## src/hw/rtl/xcfp_pkg.sv

```systemverilog
`default_nettype none

package xcfp_pkg;

  localparam logic [7:0] START_BYTE = 8'hFE;

  typedef enum logic [2:0] {
    PH_WAIT   = 3'd0,
    PH_LEN    = 3'd1,
    PH_ROOM   = 3'd2,
    PH_PARAM  = 3'd3,
    PH_VALUES = 3'd4,
    PH_CHECK  = 3'd5
  } phase_e;

  typedef enum logic [1:0] {
    KIND_BODY  = 2'd0,
    KIND_PARAM = 2'd1,
    KIND_ACK   = 2'd2,
    KIND_ERROR = 2'd3
  } kind_e;

  typedef struct packed {
    logic [8:0] body_length;
    logic [7:0] param_index;
    logic [8:0] position;
    logic [7:0] data;
    kind_e      kind;
  } result_t;

endpackage

`default_nettype wire

```

## src/hw/rtl/xor_checked_frame_parser.sv

```systemverilog
`default_nettype none

// Frame parser for an XOR-checked byte stream. It hunts for the start byte 0xFE, then takes
// the length byte, room index, parameter index, the value bytes and one check byte. Every body
// byte leaves as an item of kind body with its position (the length byte is position 0); the
// check byte leaves as a verdict item (good parameter frame, good ack frame when the parameter
// index matches the configured ack index, or checksum error) carrying the check byte, the
// frame's parameter index and its body length. Start bytes and idle bytes produce nothing.
// One byte is taken every cycle unless the skid register is full; parse state and results
// are registered as each byte is taken. An output register plus a one-item skid register
// let input continue while a result waits; input stalls only when both hold an item. The
// ack index is written through the cfg channel; the user must do so while idle (not enforced).
module xor_checked_frame_parser (
  input  wire logic        clk_i,
  input  wire logic        rst_ni,
  input  wire logic        s_axis_tvalid,
  output logic             s_axis_tready,
  input  wire logic [7:0]  s_axis_tdata,   // [7:0] rx_byte
  output logic             m_axis_tvalid,
  input  wire logic        m_axis_tready,
  output logic [39:0]      m_axis_tdata,   // [7:0] body_byte, [16:8] body_position,
                                           // [24:17] frame_param_index,
                                           // [33:25] frame_body_length, [39:34] zero
  output logic [1:0]       m_axis_tuser,   // [1:0] result_kind
  input  wire logic        cfg_valid_i,
  output logic             cfg_ready_o,
  input  wire logic [7:0]  cfg_data_i
);
  import xcfp_pkg::*;

  phase_e     phase_q, phase_d;
  logic [7:0] xor_q, xor_d;
  logic [8:0] count_q, count_d;
  logic [7:0] left_q, left_d;
  logic [7:0] param_q, param_d;
  logic [7:0] ack_q;

  result_t    res;
  logic       has_res;
  result_t    out_q, skid_q;
  logic       out_valid_q, skid_valid_q;
  logic       in_fire, out_fire, new_res;

  assign s_axis_tready = !skid_valid_q;
  assign in_fire       = s_axis_tvalid && s_axis_tready;
  assign out_fire      = out_valid_q && m_axis_tready;
  assign new_res       = in_fire && has_res;
  assign cfg_ready_o   = 1'b1;

  always_comb begin
    phase_d = phase_q;
    xor_d   = xor_q;
    count_d = count_q;
    left_d  = left_q;
    param_d = param_q;
    has_res = 1'b0;
    res     = '{body_length: 9'd0, param_index: 8'd0, position: 9'd0,
                data: s_axis_tdata, kind: KIND_BODY};
    unique case (phase_q)
      PH_LEN, PH_ROOM, PH_PARAM, PH_VALUES: begin
        has_res      = 1'b1;
        res.position = count_q;
        xor_d        = xor_q ^ s_axis_tdata;
        count_d      = count_q + 9'd1;
        if (phase_q == PH_LEN) begin
          left_d  = s_axis_tdata;
          phase_d = PH_ROOM;
        end else if (phase_q == PH_ROOM) begin
          phase_d = PH_PARAM;
        end else if (phase_q == PH_PARAM) begin
          param_d = s_axis_tdata;
          phase_d = (left_q == 8'd0) ? PH_CHECK : PH_VALUES;
        end else begin
          left_d = (left_q != 8'd0) ? left_q - 8'd1 : 8'd0;
          if (left_d == 8'd0) begin
            phase_d = PH_CHECK;
          end
        end
      end
      PH_CHECK: begin
        has_res         = 1'b1;
        res.param_index = param_q;
        res.body_length = count_q;
        if (xor_q != s_axis_tdata) begin
          res.kind = KIND_ERROR;
        end else if (param_q == ack_q) begin
          res.kind = KIND_ACK;
        end else begin
          res.kind = KIND_PARAM;
        end
        phase_d = PH_WAIT;
      end
      default: begin
        // Waiting for the start byte; unused codes fall back here too.
        phase_d = PH_WAIT;
        if (s_axis_tdata == START_BYTE) begin
          xor_d   = 8'd0;
          count_d = 9'd0;
          phase_d = PH_LEN;
        end
      end
    endcase
  end

  always_ff @(posedge clk_i or negedge rst_ni) begin
    if (!rst_ni) begin
      phase_q <= PH_WAIT;
      xor_q   <= 8'd0;
      count_q <= 9'd0;
      left_q  <= 8'd0;
      param_q <= 8'd0;
      ack_q   <= 8'd0;
    end else begin
      if (in_fire) begin
        phase_q <= phase_d;
        xor_q   <= xor_d;
        count_q <= count_d;
        left_q  <= left_d;
        param_q <= param_d;
      end
      if (cfg_valid_i && cfg_ready_o) begin
        ack_q <= cfg_data_i;
      end
    end
  end

  always_ff @(posedge clk_i or negedge rst_ni) begin
    if (!rst_ni) begin
      out_valid_q  <= 1'b0;
      skid_valid_q <= 1'b0;
    end else if (skid_valid_q) begin
      if (out_fire) begin
        skid_valid_q <= 1'b0;
      end
    end else if (new_res) begin
      if (!out_valid_q || out_fire) begin
        out_valid_q <= 1'b1;
      end else begin
        skid_valid_q <= 1'b1;
      end
    end else if (out_fire) begin
      out_valid_q <= 1'b0;
    end
  end

  // Payload registers follow the same steering as the valid bits above.
  always_ff @(posedge clk_i) begin
    if (skid_valid_q) begin
      if (out_fire) begin
        out_q <= skid_q;
      end
    end else if (new_res) begin
      if (!out_valid_q || out_fire) begin
        out_q <= res;
      end else begin
        skid_q <= res;
      end
    end
  end

  assign m_axis_tvalid = out_valid_q;
  assign m_axis_tuser  = out_q.kind;
  assign m_axis_tdata  = {6'd0, out_q.body_length, out_q.param_index, out_q.position,
                          out_q.data};

`ifndef SYNTH
  a_skid_needs_out: assert property (@(posedge clk_i) disable iff (!rst_ni)
    skid_valid_q |-> out_valid_q)
    else $error("skid register holds an item while the output register is empty");

  a_check_ends_frame: assert property (@(posedge clk_i) disable iff (!rst_ni)
    (in_fire && phase_q == PH_CHECK) |=> (phase_q == PH_WAIT))
    else $error("parser did not return to hunting after the check byte");

  a_verdict_fields: assert property (@(posedge clk_i) disable iff (!rst_ni)
    (m_axis_tvalid && m_axis_tuser != KIND_BODY) |-> (m_axis_tdata[16:8] == 9'd0))
    else $error("verdict item carries a nonzero body position");

  a_body_fields: assert property (@(posedge clk_i) disable iff (!rst_ni)
    (m_axis_tvalid && m_axis_tuser == KIND_BODY) |-> (m_axis_tdata[33:17] == 17'd0))
    else $error("body item carries verdict fields");
`endif

endmodule

`default_nettype wire
```

## config.mk

```make
export PLATFORM = sky130hd
export DESIGN_NAME = xor_checked_frame_parser
export DESIGN_NICKNAME = d
export VERILOG_FILES = /design/src/hw/rtl/xcfp_pkg.sv /design/src/hw/rtl/xor_checked_frame_parser.sv
export SDC_FILE = /design/constraint.sdc
export NUM_CORES = 1
export LEC_CHECK = 0
export ABC_AREA = 1
export ABC_CLOCK_PERIOD_IN_PS = 3500
export BUFFER_PORTS_ARGS = -buffer_cell sky130_fd_sc_hd__buf_2
export CAP_MARGIN = 20
export CORE_ASPECT_RATIO = 0.6
export CORE_MARGIN = 2
export CORE_UTILIZATION = 54
export CTS_BUF_LIST = sky130_fd_sc_hd__clkbuf_4
export DETAILED_ROUTE_END_ITERATION = 16
export PLACE_DENSITY = 0.78
export SETUP_SLACK_MARGIN = 0.05
export SYNTH_ARGS = -nofsm -noshare
export SYNTH_HDL_FRONTEND = slang
export SYNTH_SLANG_ARGS = --single-unit
```

## constraint.sdc

```tcl
create_clock -name clk_i -period 3.5 [get_ports clk_i]
set_clock_uncertainty 0.2 [all_clocks]
set_input_delay 0.35 -clock clk_i [delete_from_list [all_inputs] [get_ports clk_i]]
set_output_delay 0.35 -clock clk_i [all_outputs]
set_load 0.01 [all_outputs]
```

; ---- Yosys cells after proc, flatten, opt, wreduce, memory -nomap -nowiden
; Index checks and enable logic that the tools add are counted.
[word_totals]
ff_bits = 118
inputBits = 21
output_inout_bits = 45
[op_classes]
addsub = 2
n_eq_ne = 13
muxes = 32
n_bitwise = 6
reduce_logical = 22
[op_table]
columns = op, n
row1 = $mux W36, 4
row2 = $mux W8, 5
row3 = $mux W9, 2
row4 = $pmux W9 S2, 1
row5 = $mux W17, 1
row6 = $logic_not A8 Y1, 2
row7 = $pmux W8 S2, 1
row8 = $mux W3, 4
row9 = $reduce_and A3 Y1, 4
row10 = $mux W1, 10
row11 = $add A9 B1 Y9 const B, 1
row12 = $eq A8 B8 Y1, 1
row13 = $eq A8 B8 Y1 const B, 1
row14 = $ne A8 B8 Y1, 1
row15 = $reduce_bool A2 Y1, 4
row16 = $reduce_bool A8 Y1, 1
row17 = $sub A8 B1 Y8 const B, 1
row18 = $xor A8 B8 Y8, 1
row19 = $eq A3 B2 Y1 const B, 2
row20 = $eq A3 B3 Y1 const B, 2
row21 = $mux W2, 3
row22 = $pmux W3 S2, 1
row23 = $ne A5 B5 Y1 const B, 1
row24 = $not A1 Y1, 5
row25 = 11 further kinds, 16

; ---- Logic depth before layout (Yosys ltp)
; Gate-level depths: netlist of the first run.
[logic_depth]
depth_word = 8
ltp_mapped = 13
ltp_nobuf = 13

; ---- Worst setup path after synthesis of the first run
; No wires, ideal clock.
[synth_path]
path_kind = reg2reg
start = register phase_q[1]
end = register out_q, in the netlist m_axis_tdata[0], enable pin
setup_ns = 0.441
arrival_ns = 2.881
required_ns = 2.859
slack_ns = -0.022
path_stages_with_launch = 10
path_buffers = 0
period_less_slack_ns = 3.522
cell_sequence = dfrtp_1 -> inv_2 -> nand2_1 -> nor2_1 -> nor2_2 -> nand2_4 -> inv_1 -> a21oi_1 -> inv_1 -> a21oi_1
[synth_via]
elab_chain_cells = 6
[synth_lines]
columns = element, line_no
row1 = "start, declared", xor_checked_frame_parser.sv:31  ; phase_e phase_q, phase_d;
row2 = "start signal, assigned", xor_checked_frame_parser.sv:115  ; phase_q <= phase_d;
row3 = "$eq A3 B1 Y1, or another cell as far along", xor_checked_frame_parser.sv:59  ; unique case (phase_q)
row4 = $reduce_or A5 Y1 (no source line) (*), n/a
row5 = $mux W1 (*), xor_checked_frame_parser.sv:59
row6 = $logic_and A1 B1 Y1 (*), xor_checked_frame_parser.sv:47  ; assign new_res = in_fire && has_res;
row7 = $reduce_bool A2 Y1 (no source line) (*), n/a
row8 = $reduce_and A3 Y1 (no source line) (*), n/a
row9 = "end signal, assigned", xor_checked_frame_parser.sv:150  ; out_q <= skid_q;
row10 = "end signal, assigned", xor_checked_frame_parser.sv:154  ; out_q <= res;
row11 = "end, declared", xor_checked_frame_parser.sv:40  ; result_t out_q, skid_q;
; Every way passes the cells marked *; elsewhere a longest branch is shown, timed or not.
; A chain may end at the register's enable or synchronous reset.

; ---- Final worst setup path of the first run
[layout_path]
start = register phase_q[0]
end = register out_q, in the netlist m_axis_tdata[21], enable pin
; Same word-level chain as after synthesis.

==> results of run 1 <==
## metal layers
layer	track usage (%)	share of wire (%)	vias up
li1	-	-	2019
met1	34.3	48	1926
met2	32.7	41	177
met3	6.73	9.0	21
met4	8.62	1.7	0
met5	0	0	-
## power by group
group	switching (W)	leakage [nW]	internal [W]
combinational	0.00136	1.49	0.000622
clock	0.000531	0.149	0.000496
sequential	0.000236	1.25	0.00209
## kinds of logic (layout without fill, tap and decap cells)
logic type | Yosys count | after routing | synth area share, %
simple gates | 259 | 259 | 20.9
flops | 118 | 118 | 61.3
buf+inv | 92 | 191 | 7.34
compound gates | 74 | 74 | 7.25
xor+xnor | 12 | 12 | 1.94
fa+ha+maj | 3 | 3 | 0.695
other cells | 2 | 7 | 0.139
mux | 2 | 2 | 0.417
## Yosys cell counts (2+ instances only)
library cell	instances
nand4_1	9
o21ai_0	53
a22oi_1	2
inv_1	64
nor2_1	42
a21oi_1	13
nor3_1	4
buf_4	7
dfrtp_1	46
xnor2_1	6
nand3b_1	3
nand2_2	2
clkbuf_1	11
edfxtp_1	72
nand2_1	156
buf_2	3
ha_1	3
nand2_4	4
xor2_1	6
conb_1	2
nor2_2	3
inv_2	3
o211ai_1	4
nand3_1	31
mux2_2	2
## cell type report
type / instances / area (sq um) / area share [%]
clock buffer: 18 / 135 / 2.12
clock inverter: 14 / 160 / 2.51
inverter: 69 / 262 / 4.09
multi-input combinational: 357 / 1730 / 27.0
sequential: 118 / 3310 / 51.9
tap: 135 / 169 / 2.64
timing repair buffer: 90 / 623 / 9.76
## registers in the layout, indices dropped and copies added, names as in the netlist
name           flops
skid_valid_q       1
left_q             8
xor_q              8
ack_q              8
m_axis_tuser       2
m_axis_tvalid      1
skid_q            36
m_axis_tdata      34
count_q            9
param_q            8
phase_q            3
## worst max-delay path, cell delays in order (launching register included)
cell and delay [ns]:
dfrtp_1 0.41, inv_2 0.07, nor2_2 0.12, nand2_2 0.19
nand2_4 0.24, inv_1 0.12, a21oi_1 0.19, inv_1 0.11
a21oi_4 0.26, buf_4 0.41
## worst paths after layout
path / startpoint / cells after the start / end
max: phase_q[0] / 9 / m_axis_tdata[21]
min: s_axis_tvalid / 4 / phase_q[0]
max reg2reg: phase_q[0] / 9 / m_axis_tdata[21]
min reg2reg: skid_q[19] / 2 / m_axis_tdata[17]
max in group asynchronous: rst_ni / 4 / count_q[3]
min in group asynchronous: rst_ni / 3 / left_q[2]
## metrics by stage
| stage | utilization, % | area (sq um) |
|---|---|---|
| 2_1_floorplan | - | 5430 |
| 3_3_place_gp | 59.1 | 5800 |
| 3_5_place_dp | 59.1 | 5800 |
| 4_1_cts | 64.8 | 6360 |
| 5_1_grt | 65.1 | 6390 |
| 6_report | 65.1 | 6390 |
==> impl_metrics.env, run 1 <==
export IMPL_status="complete, no violations"
export IMPL_htreeDepth=4
export IMPL_yosys_area_top_type="edfxtp_1"
export IMPL_startpoint_type="flop"
export IMPL_ant_nets=0
export IMPL_slew_headroom_pct=51.1
export IMPL_synth_edf_count=72
export IMPL_design_core_area_sq_um=9810
export IMPL_finalPower_w=0.00533
export IMPL_grt_setup_unrepaired="no"
export IMPL_hpwl_microns=7790
export IMPL_mostFrequentLayoutCells="nand2_1 (156), edfxtp_1 (72), inv_1 (64), buf_2 (58), o21ai_0 (53)"
export IMPL_ys_dominant_reg_cell="edfxtp_1"
export IMPL_fmax_mhz=374
export IMPL_hold_class="primary input to flop"
export IMPL_tightest_slew_ns=0.733
export IMPL_cts_tree="built"
export IMPL_dr_total_vias=4143
export IMPL_syn_area_sq_um=5410
export IMPL_rows=28
export IMPL_syn_to_final_growth_pct=18.2
export IMPL_grt_max_degree=55
export IMPL_synth_avg_cell_area_sq_um=9.62
export IMPL_peakVddDrop_mv=0.379
export IMPL_grt_pass1_vias=3714
export IMPL_antenna_found_initial=0
export IMPL_hold_viol_final=0
export IMPL_drc=0
export IMPL_power_leakage_nw=2.89
export IMPL_grt_ovfl_total=0
export IMPL_layout_commonest_cell="nand2_1"
export IMPL_setup_violations=0
export IMPL_clock_latency_ns=0.51
export IMPL_pin_count=66
export IMPL_cts_sinks=118
export IMPL_final_layout_size_suffix_gt1_share_pct=17.1
export IMPL_firstDrtPassIters=5
export IMPL_synth_area_leaders="edfxtp_1 (40%), dfrtp_1 (21%), nand2_1 (11%)"
export IMPL_vias_per_cell=5.17
export IMPL_fill_cells=795
export IMPL_grt_pass1_wl_microns=18900
export IMPL_synth_cell_type_count=36
export IMPL_yosys_warnings=0
export IMPL_worstPathRequired_ns=3.48
export IMPL_period_minus_slack_ns=2.67
export IMPL_die_area_sq_um=10900
export IMPL_slew_viol_final=0
export IMPL_clk_pin_slew_ns=0.10
export IMPL_placed_cells=741
export IMPL_first_iter_violations=352
export IMPL_instances_no_fill=801
export IMPL_post_cts_buffers=0
export IMPL_insertedDiodeCount=0
export IMPL_ys_ff_latch=118
export IMPL_tns_ns=0
export IMPL_die_x_microns=133
export IMPL_wl_per_cell_microns=14.6
export IMPL_synth_top_area_share_pct=40.0
export IMPL_io_buffers=58
export IMPL_fin_hold_ws_ns=0.0394
export IMPL_cts_buffers=17
export IMPL_grtUsageTotal_pct=23.2
export IMPL_ctsResizeCount=0
export IMPL_r2r_slack_ns=0.83
export IMPL_endpoint_kind="flop"
export IMPL_powerDensity_nw_per_um2=834
export IMPL_synth_cells=562
export IMPL_cts_buffer_depth=2
export IMPL_cts_hold_fix_buffers=26
export IMPL_wl_microns=11700
export IMPL_initial_core_util_pct=55.1
export IMPL_preCtsSetupSlack_ns=0.858
export IMPL_crit_fanout=30
export IMPL_synthArstFlopShare_pct=39.0
export IMPL_crit_type="flop to flop"
export IMPL_cts_root_buf="clkbuf_4"
export IMPL_die_y_microns=81.5
export IMPL_ys_seq_area_share_pct=61.3
export IMPL_cp_arrival_ns=2.65
export IMPL_maxCapViolCount=0
export IMPL_gp_congestion=0.943
export IMPL_finalNetCount=677
export IMPL_layout_setup_ws_ns=0.825
export IMPL_post_route_period_util_pct=76.4
Power figures use the tool's default switching activity.
==> run 2, diff against run 1 <==
--- a/config.mk
+++ b/config.mk
@@ -6,15 +6,15 @@
 export NUM_CORES = 1
 export LEC_CHECK = 0
 export ABC_AREA = 1
-export ABC_CLOCK_PERIOD_IN_PS = 3500
+export ABC_CLOCK_PERIOD_IN_PS = 2550
 export BUFFER_PORTS_ARGS = -buffer_cell sky130_fd_sc_hd__buf_2
 export CAP_MARGIN = 20
 export CORE_ASPECT_RATIO = 0.6
 export CORE_MARGIN = 2
-export CORE_UTILIZATION = 54
+export CORE_UTILIZATION = 60
 export CTS_BUF_LIST = sky130_fd_sc_hd__clkbuf_4
 export DETAILED_ROUTE_END_ITERATION = 16
-export PLACE_DENSITY = 0.78
+export PLACE_DENSITY = 0.82
 export SETUP_SLACK_MARGIN = 0.05
 export SYNTH_ARGS = -nofsm -noshare
 export SYNTH_HDL_FRONTEND = slang
==> constraint.sdc (replaced) <==
create_clock -name clk_i -period 2.55 [get_ports clk_i]
set_clock_uncertainty 0.2 [all_clocks]
set_input_delay 0.255 -clock clk_i [delete_from_list [all_inputs] [get_ports clk_i]]
set_output_delay 0.255 -clock clk_i [all_outputs]
set_load 0.01 [all_outputs]
==> run 2 against run 1 <==
  * Worst hold slack gained 0.061 ns
  * Via count grew 4.1%
  * Cell count shrank 1.7%
  * Core utilization grew 9.2 points
  * Wire length grew 7.4%
  * Power grew 37%
  * Worst setup slack lost 0.67 ns
  * Critical endpoint is now m_axis_tuser[1]
==> impl_metrics.env, run 2 (synthesis results as in run 1) <==
export IMPL_crit_type="flop to flop"
export IMPL_fmax_mhz=418
export IMPL_rows=26
export IMPL_grtUsageTotal_pct=26.9
export IMPL_cts_root_buf="clkbuf_4"
export IMPL_hold_class="primary input to async pin"
export IMPL_clock_latency_ns=0.53
export IMPL_finalNetCount=686
export IMPL_initial_core_util_pct=62.7
export IMPL_largest_reg_flops=36
export IMPL_crit_family="buffers and inverters"
export IMPL_startpoint_type="flop"
export IMPL_top_register="skid_q"
export IMPL_die_area_sq_um=9810
export IMPL_fill_cells=584
export IMPL_worstPathRequired_ns=2.57
export IMPL_hpwl_microns=8240
export IMPL_design_core_area_sq_um=8620
export IMPL_crit_slowest_cell="dfrtp_1"
export IMPL_dr_total_vias=4314
export IMPL_peakVddDrop_mv=0.595
export IMPL_die_x_microns=127
export IMPL_crit_fanout=36
export IMPL_power_leakage_nw=2.92
export IMPL_clk_pin_slew_ns=0.11
export IMPL_powerDensity_nw_per_um2=1140
export IMPL_wl_per_cell_microns=16.0
export IMPL_hold_viol_final=0
export IMPL_syn_to_final_growth_pct=18.5
export IMPL_status="complete, no violations"
export IMPL_worstPathCellList="inv_2 > nor2_2 > nand2_2 > nand2_8 > inv_1 > a21oi_1 > inv_1 > a21oi_4 > buf_12"
export IMPL_pin_count=66
export IMPL_cp_arrival_ns=2.42
export IMPL_antenna_found_initial=0
export IMPL_maxCapViolCount=0
export IMPL_mostFrequentLayoutCells="nand2_1 (156), edfxtp_1 (72), inv_1 (64), buf_2 (58), o21ai_0 (53)"
export IMPL_finalPower_w=0.00729
export IMPL_post_route_period_util_pct=93.9
export IMPL_endpoint_kind="flop"
export IMPL_htreeDepth=4
export IMPL_final_util_pct=74.3
export IMPL_grt_ovfl_total=0
export IMPL_cts_tree="built"
export IMPL_io_buffers=58
export IMPL_first_iter_violations=582
export IMPL_slew_headroom_pct=52.5
export IMPL_final_layout_size_suffix_gt1_share_pct=17.3
export IMPL_grt_pass1_wl_microns=20100
export IMPL_cts_buffers=17
export IMPL_tns_ns=0
export IMPL_wl_microns=12600
export IMPL_post_cts_buffers=0
export IMPL_cts_sinks=118
export IMPL_grt_max_degree=59
export IMPL_slew_viol_final=0
export IMPL_layout_commonest_cell="nand2_1"
export IMPL_drc=0
export IMPL_grt_pass1_vias=4048
export IMPL_ant_nets=0
export IMPL_crit_buf_inv=4
export IMPL_insertedDiodeCount=0
export IMPL_cpPeakStageDelay_ns=0.43
export IMPL_period_minus_slack_ns=2.40
export IMPL_cts_buffer_depth=2
export IMPL_gp_congestion=0.926
export IMPL_r2r_slack_ns=0.15
export IMPL_tightest_slew_ns=0.713
export IMPL_setup_violations=0
export IMPL_firstDrtPassIters=5
export IMPL_die_y_microns=77.5
export IMPL_layout_setup_ws_ns=0.155
export IMPL_final_seq_area_sq_um=3310
export IMPL_preCtsSetupSlack_ns=0.221
export IMPL_multi_input_area_sq_um=1730
export IMPL_path_common_cell="inv_1"
export IMPL_vias_per_cell=5.48
export IMPL_grt_setup_unrepaired="no"
[run 2: cell types whose count changed in the layout (fill, tap and decap cells not counted)]
cell and change:
buf_4 +2, buf_6 +1, clkinv_2 +2, dlygate4sd3_1 +6
clkbuf_4 +3, nand2_8 +1, clkinvlp_4 -3, nand2_4 -1
bufinv_16 -2
[run 2: area by class of cell]
cell class / count / share of cell area, %
Multi-Input combinational cell: 357 / 27.1
Inverter: 69 / 4.08
Clock inverter: 11 / 1.37
Clock buffer: 21 / 2.46
Timing Repair Buffer: 99 / 11.1
Sequential cell: 118 / 51.7
Tap cell: 112 / 2.19
[run 2: per-stage QoR]
| stage | instances | instance area [sq um] | hold slack, ns |
|---|---|---|---|
| floorplan | 567 | 5440 | -0.241 |
| global placement | 722 | 5820 | 0.142 |
| detailed placement | 722 | 5820 | 0.148 |
| CTS | 787 | 6390 | 0.0927 |
| global route | 787 | 6400 | 0.142 |
| finish | 787 | 6400 | 0.100 |
[run 2: path summary, 6_finish.rpt]
check / from / end / cells past startpoint
min in group clk_i: skid_q[24] / m_axis_tdata[22] / 2
worst max-delay path: phase_q[0] / m_axis_tuser[1] / 9
worst min-delay path: rst_ni / left_q[1] / 2
worst min register to register: skid_q[24] / m_axis_tdata[22] / 2
max in group asynchronous: rst_ni / count_q[7] / 3
worst max register to register: phase_q[0] / m_axis_tuser[1] / 9
[run 2: report_power, final]
part           switching [W]  internal, W  leakage (nW)
Clock               0.000694     0.000514         0.142
Sequential          0.000335      0.00286          1.25
Combinational        0.00197     0.000919          1.53
[run 2: per-layer routing]
metal  global-route usage [%]  wire length (microns)
met2                     39.4                   5490
met4                     10.7                    284
met1                     39.0                   5660
met3                     6.90                   1140
met5                        0                      0
[run 2: what timing repair did]
item | in CTS | in global routing
hold endpoints to repair | 75 | 0
gates resized for setup | 1 | 1
hold buffers | 33 | 0
endpoints found under the setup margin | 1 | 34
==> run 3, diff against run 2 <==
--- a/config.mk
+++ b/config.mk
@@ -9,7 +9,6 @@
 export ABC_CLOCK_PERIOD_IN_PS = 2550
 export BUFFER_PORTS_ARGS = -buffer_cell sky130_fd_sc_hd__buf_2
 export CAP_MARGIN = 20
-export CORE_ASPECT_RATIO = 0.6
 export CORE_MARGIN = 2
 export CORE_UTILIZATION = 60
 export CTS_BUF_LIST = sky130_fd_sc_hd__clkbuf_4
==> constraint.sdc (replaced) <==
create_clock -name clk_i -period 2.55 [get_ports clk_i]
set_clock_uncertainty 0.2 [all_clocks]
set_input_delay 0.51 -clock clk_i [delete_from_list [all_inputs] [get_ports clk_i]]
set_output_delay 0.51 -clock clk_i [all_outputs]
set_load 0.01 [all_outputs]
==> run 3 against run 2 <==
  * Die area is 0.25% lower
  * Non-clock buffer count down 22
  * Critical path type is now flop to output pin
  * Design area is 2.6% lower
  * Highest routed layer unchanged
==> impl_metrics.env, run 3 (synthesis results as in run 1) <==
export IMPL_initial_core_util_pct=62.0
export IMPL_dr_total_vias=4127
export IMPL_crit_slowest_cell="dfrtp_1"
export IMPL_cts_buffers=17
export IMPL_slew_viol_final=0
export IMPL_endpoint_kind="output pin"
export IMPL_wl_per_cell_microns=15.0
export IMPL_htreeDepth=4
export IMPL_instances_no_fill=761
export IMPL_slew_headroom_pct=65.6
export IMPL_antenna_found_initial=0
export IMPL_io_buffers=58
export IMPL_post_route_period_util_pct=94.3
export IMPL_rows=34
export IMPL_placed_cells=722
export IMPL_fill_cells=610
export IMPL_grt_pass1_wl_microns=18700
export IMPL_maxCapViolCount=0
export IMPL_hpwl_microns=7790
export IMPL_rr_worst_depth=10
export IMPL_startpoint_type="flop"
export IMPL_grtUsageMet2_pct=38.2
export IMPL_first_iter_violations=364
export IMPL_syn_to_final_growth_pct=15.4
export IMPL_hold_class="primary input to flop"
export IMPL_mostFrequentLayoutCells="nand2_1 (156), edfxtp_1 (72), inv_1 (63), buf_2 (58), o21ai_0 (53)"
export IMPL_clock_latency_ns=0.52
export IMPL_top_register="skid_q"
export IMPL_hp_start="cfg_data_i[2]"
export IMPL_ant_nets=0
export IMPL_layout_commonest_cell="nand2_1"
export IMPL_tightest_slew_ns=0.516
export IMPL_tns_ns=0
export IMPL_die_x_microns=98.9
export IMPL_cts_sinks=118
export IMPL_clk_pin_slew_ns=0.11
export IMPL_worstPathCellList="buf_4 > inv_2 > buf_8 > buf_2"
export IMPL_finalNetCount=664
export IMPL_largest_reg_flops=36
export IMPL_die_area_sq_um=9780
export IMPL_peakVddDrop_mv=0.728
export IMPL_design_core_area_sq_um=8720
export IMPL_top_usage_layer="met2"
export IMPL_crit_type="flop to output pin"
export IMPL_grt_pass1_vias=3933
export IMPL_final_layout_size_suffix_gt1_share_pct=19.0
export IMPL_power_leakage_nw=2.86
export IMPL_holdPathStages=3
export IMPL_vias_per_cell=5.42
export IMPL_hold_viol_final=0
export IMPL_firstDrtPassIters=6
export IMPL_die_y_microns=98.9
export IMPL_gp_congestion=0.936
export IMPL_grt_ovfl_total=0
export IMPL_worstPathRequired_ns=1.84
export IMPL_insertedDiodeCount=0
export IMPL_r2r_slack_ns=0.29
export IMPL_grt_setup_unrepaired="no"
export IMPL_status="complete, no violations"
export IMPL_cts_buffer_depth=2
export IMPL_holdPathEnd="ack_q[2]"
export IMPL_reg2reg_to="count_q[4]"
export IMPL_final_seq_area_sq_um=3310
export IMPL_cpPeakStageDelay_ns=0.46
export IMPL_wl_microns=11400
export IMPL_grt_max_degree=29
export IMPL_reg2reg_from="phase_q[0]"
export IMPL_drc=0
export IMPL_cts_root_buf="clkbuf_4"
export IMPL_cp_arrival_ns=1.70
export IMPL_cts_tree="built"
export IMPL_crit_fanout=22
export IMPL_powerDensity_nw_per_um2=1190
export IMPL_period_minus_slack_ns=2.41
export IMPL_pin_count=66
export IMPL_grtUsageTotal_pct=24.6
export IMPL_setup_violations=0
export IMPL_multi_input_area_sq_um=1730
export IMPL_final_util_pct=71.5
export IMPL_fmax_mhz=416
export IMPL_groute_layer_met3_usage_pct=5.74
export IMPL_use_met1_pct=34.1
==> run 3: layer usage <==
metal | share of wire (%) | routed length [microns] | vias up
met4 | 1.5 | 173 | 0
met1 | 44 | 5030 | 1952
li1 | - | - | 1990
met3 | 6.5 | 746 | 21
met2 | 48 | 5480 | 164
met5 | 0 | 0 | -
==> run 3: worst max-delay path: cells and delay by family, from the launching register on <==
kind / cells / cell delay [ns]
buf+inv: 4 / 0.72
flops: 1 / 0.46
==> run 3: final cells by class <==
| type | instances | area share [%] |
|---|---|---|
| flip-flops and latches | 118 | 53.1 |
| clock inverters | 15 | 2.87 |
| well taps | 108 | 2.17 |
| clock buffers | 17 | 2.05 |
| inverters | 69 | 4.19 |
| repair buffers | 77 | 7.94 |
| multi-input cells | 357 | 27.7 |
==> run 3: worst max-delay path by stage <==
stage | start | to | slack, ns | cells past startpoint
after floorplan | phase_q[1] | skid_q[0] | 0.11 | 9
after global placement | phase_q[1] | m_axis_tdata[17] | 0.46 | 8
after detailed placement | phase_q[0] | m_axis_tdata[17] | 0.35 | 9
after CTS | skid_valid_q | s_axis_tready | 0.12 | 4
after global routing | skid_valid_q | s_axis_tready | 0.07 | 4
final | skid_valid_q | s_axis_tready | 0.14 | 4
==> run 3: repair_timing <==
action	CTS	global route
hold buffers	7	0
setup buffers	0	0
gates resized for setup	3	0
endpoints found under the hold margin	27	0
endpoints found under the setup margin	1	0
==> run 3: power by group <==
group / internal (W) / switching, W
Sequential: 0.00286 / 0.000334
Combinational: 0.000938 / 0.00188
Clock: 0.000682 / 0.000746
Total: 0.00448 / 0.00296
==> run 3: stage by stage <==
step	area, sq um	setup slack [ns]	hold slack, ns	total power [W]
4_1_cts	6240	0.122	0.000733	0.00746
2_1_floorplan	5440	0.108	0.0144	0.00508
3_3_place_gp	5850	0.458	0.294	0.00586
5_1_grt	6240	0.0657	0.00711	0.00795
3_5_place_dp	5850	0.345	0.302	0.00600
6_report	6240	0.144	0.0376	0.00744
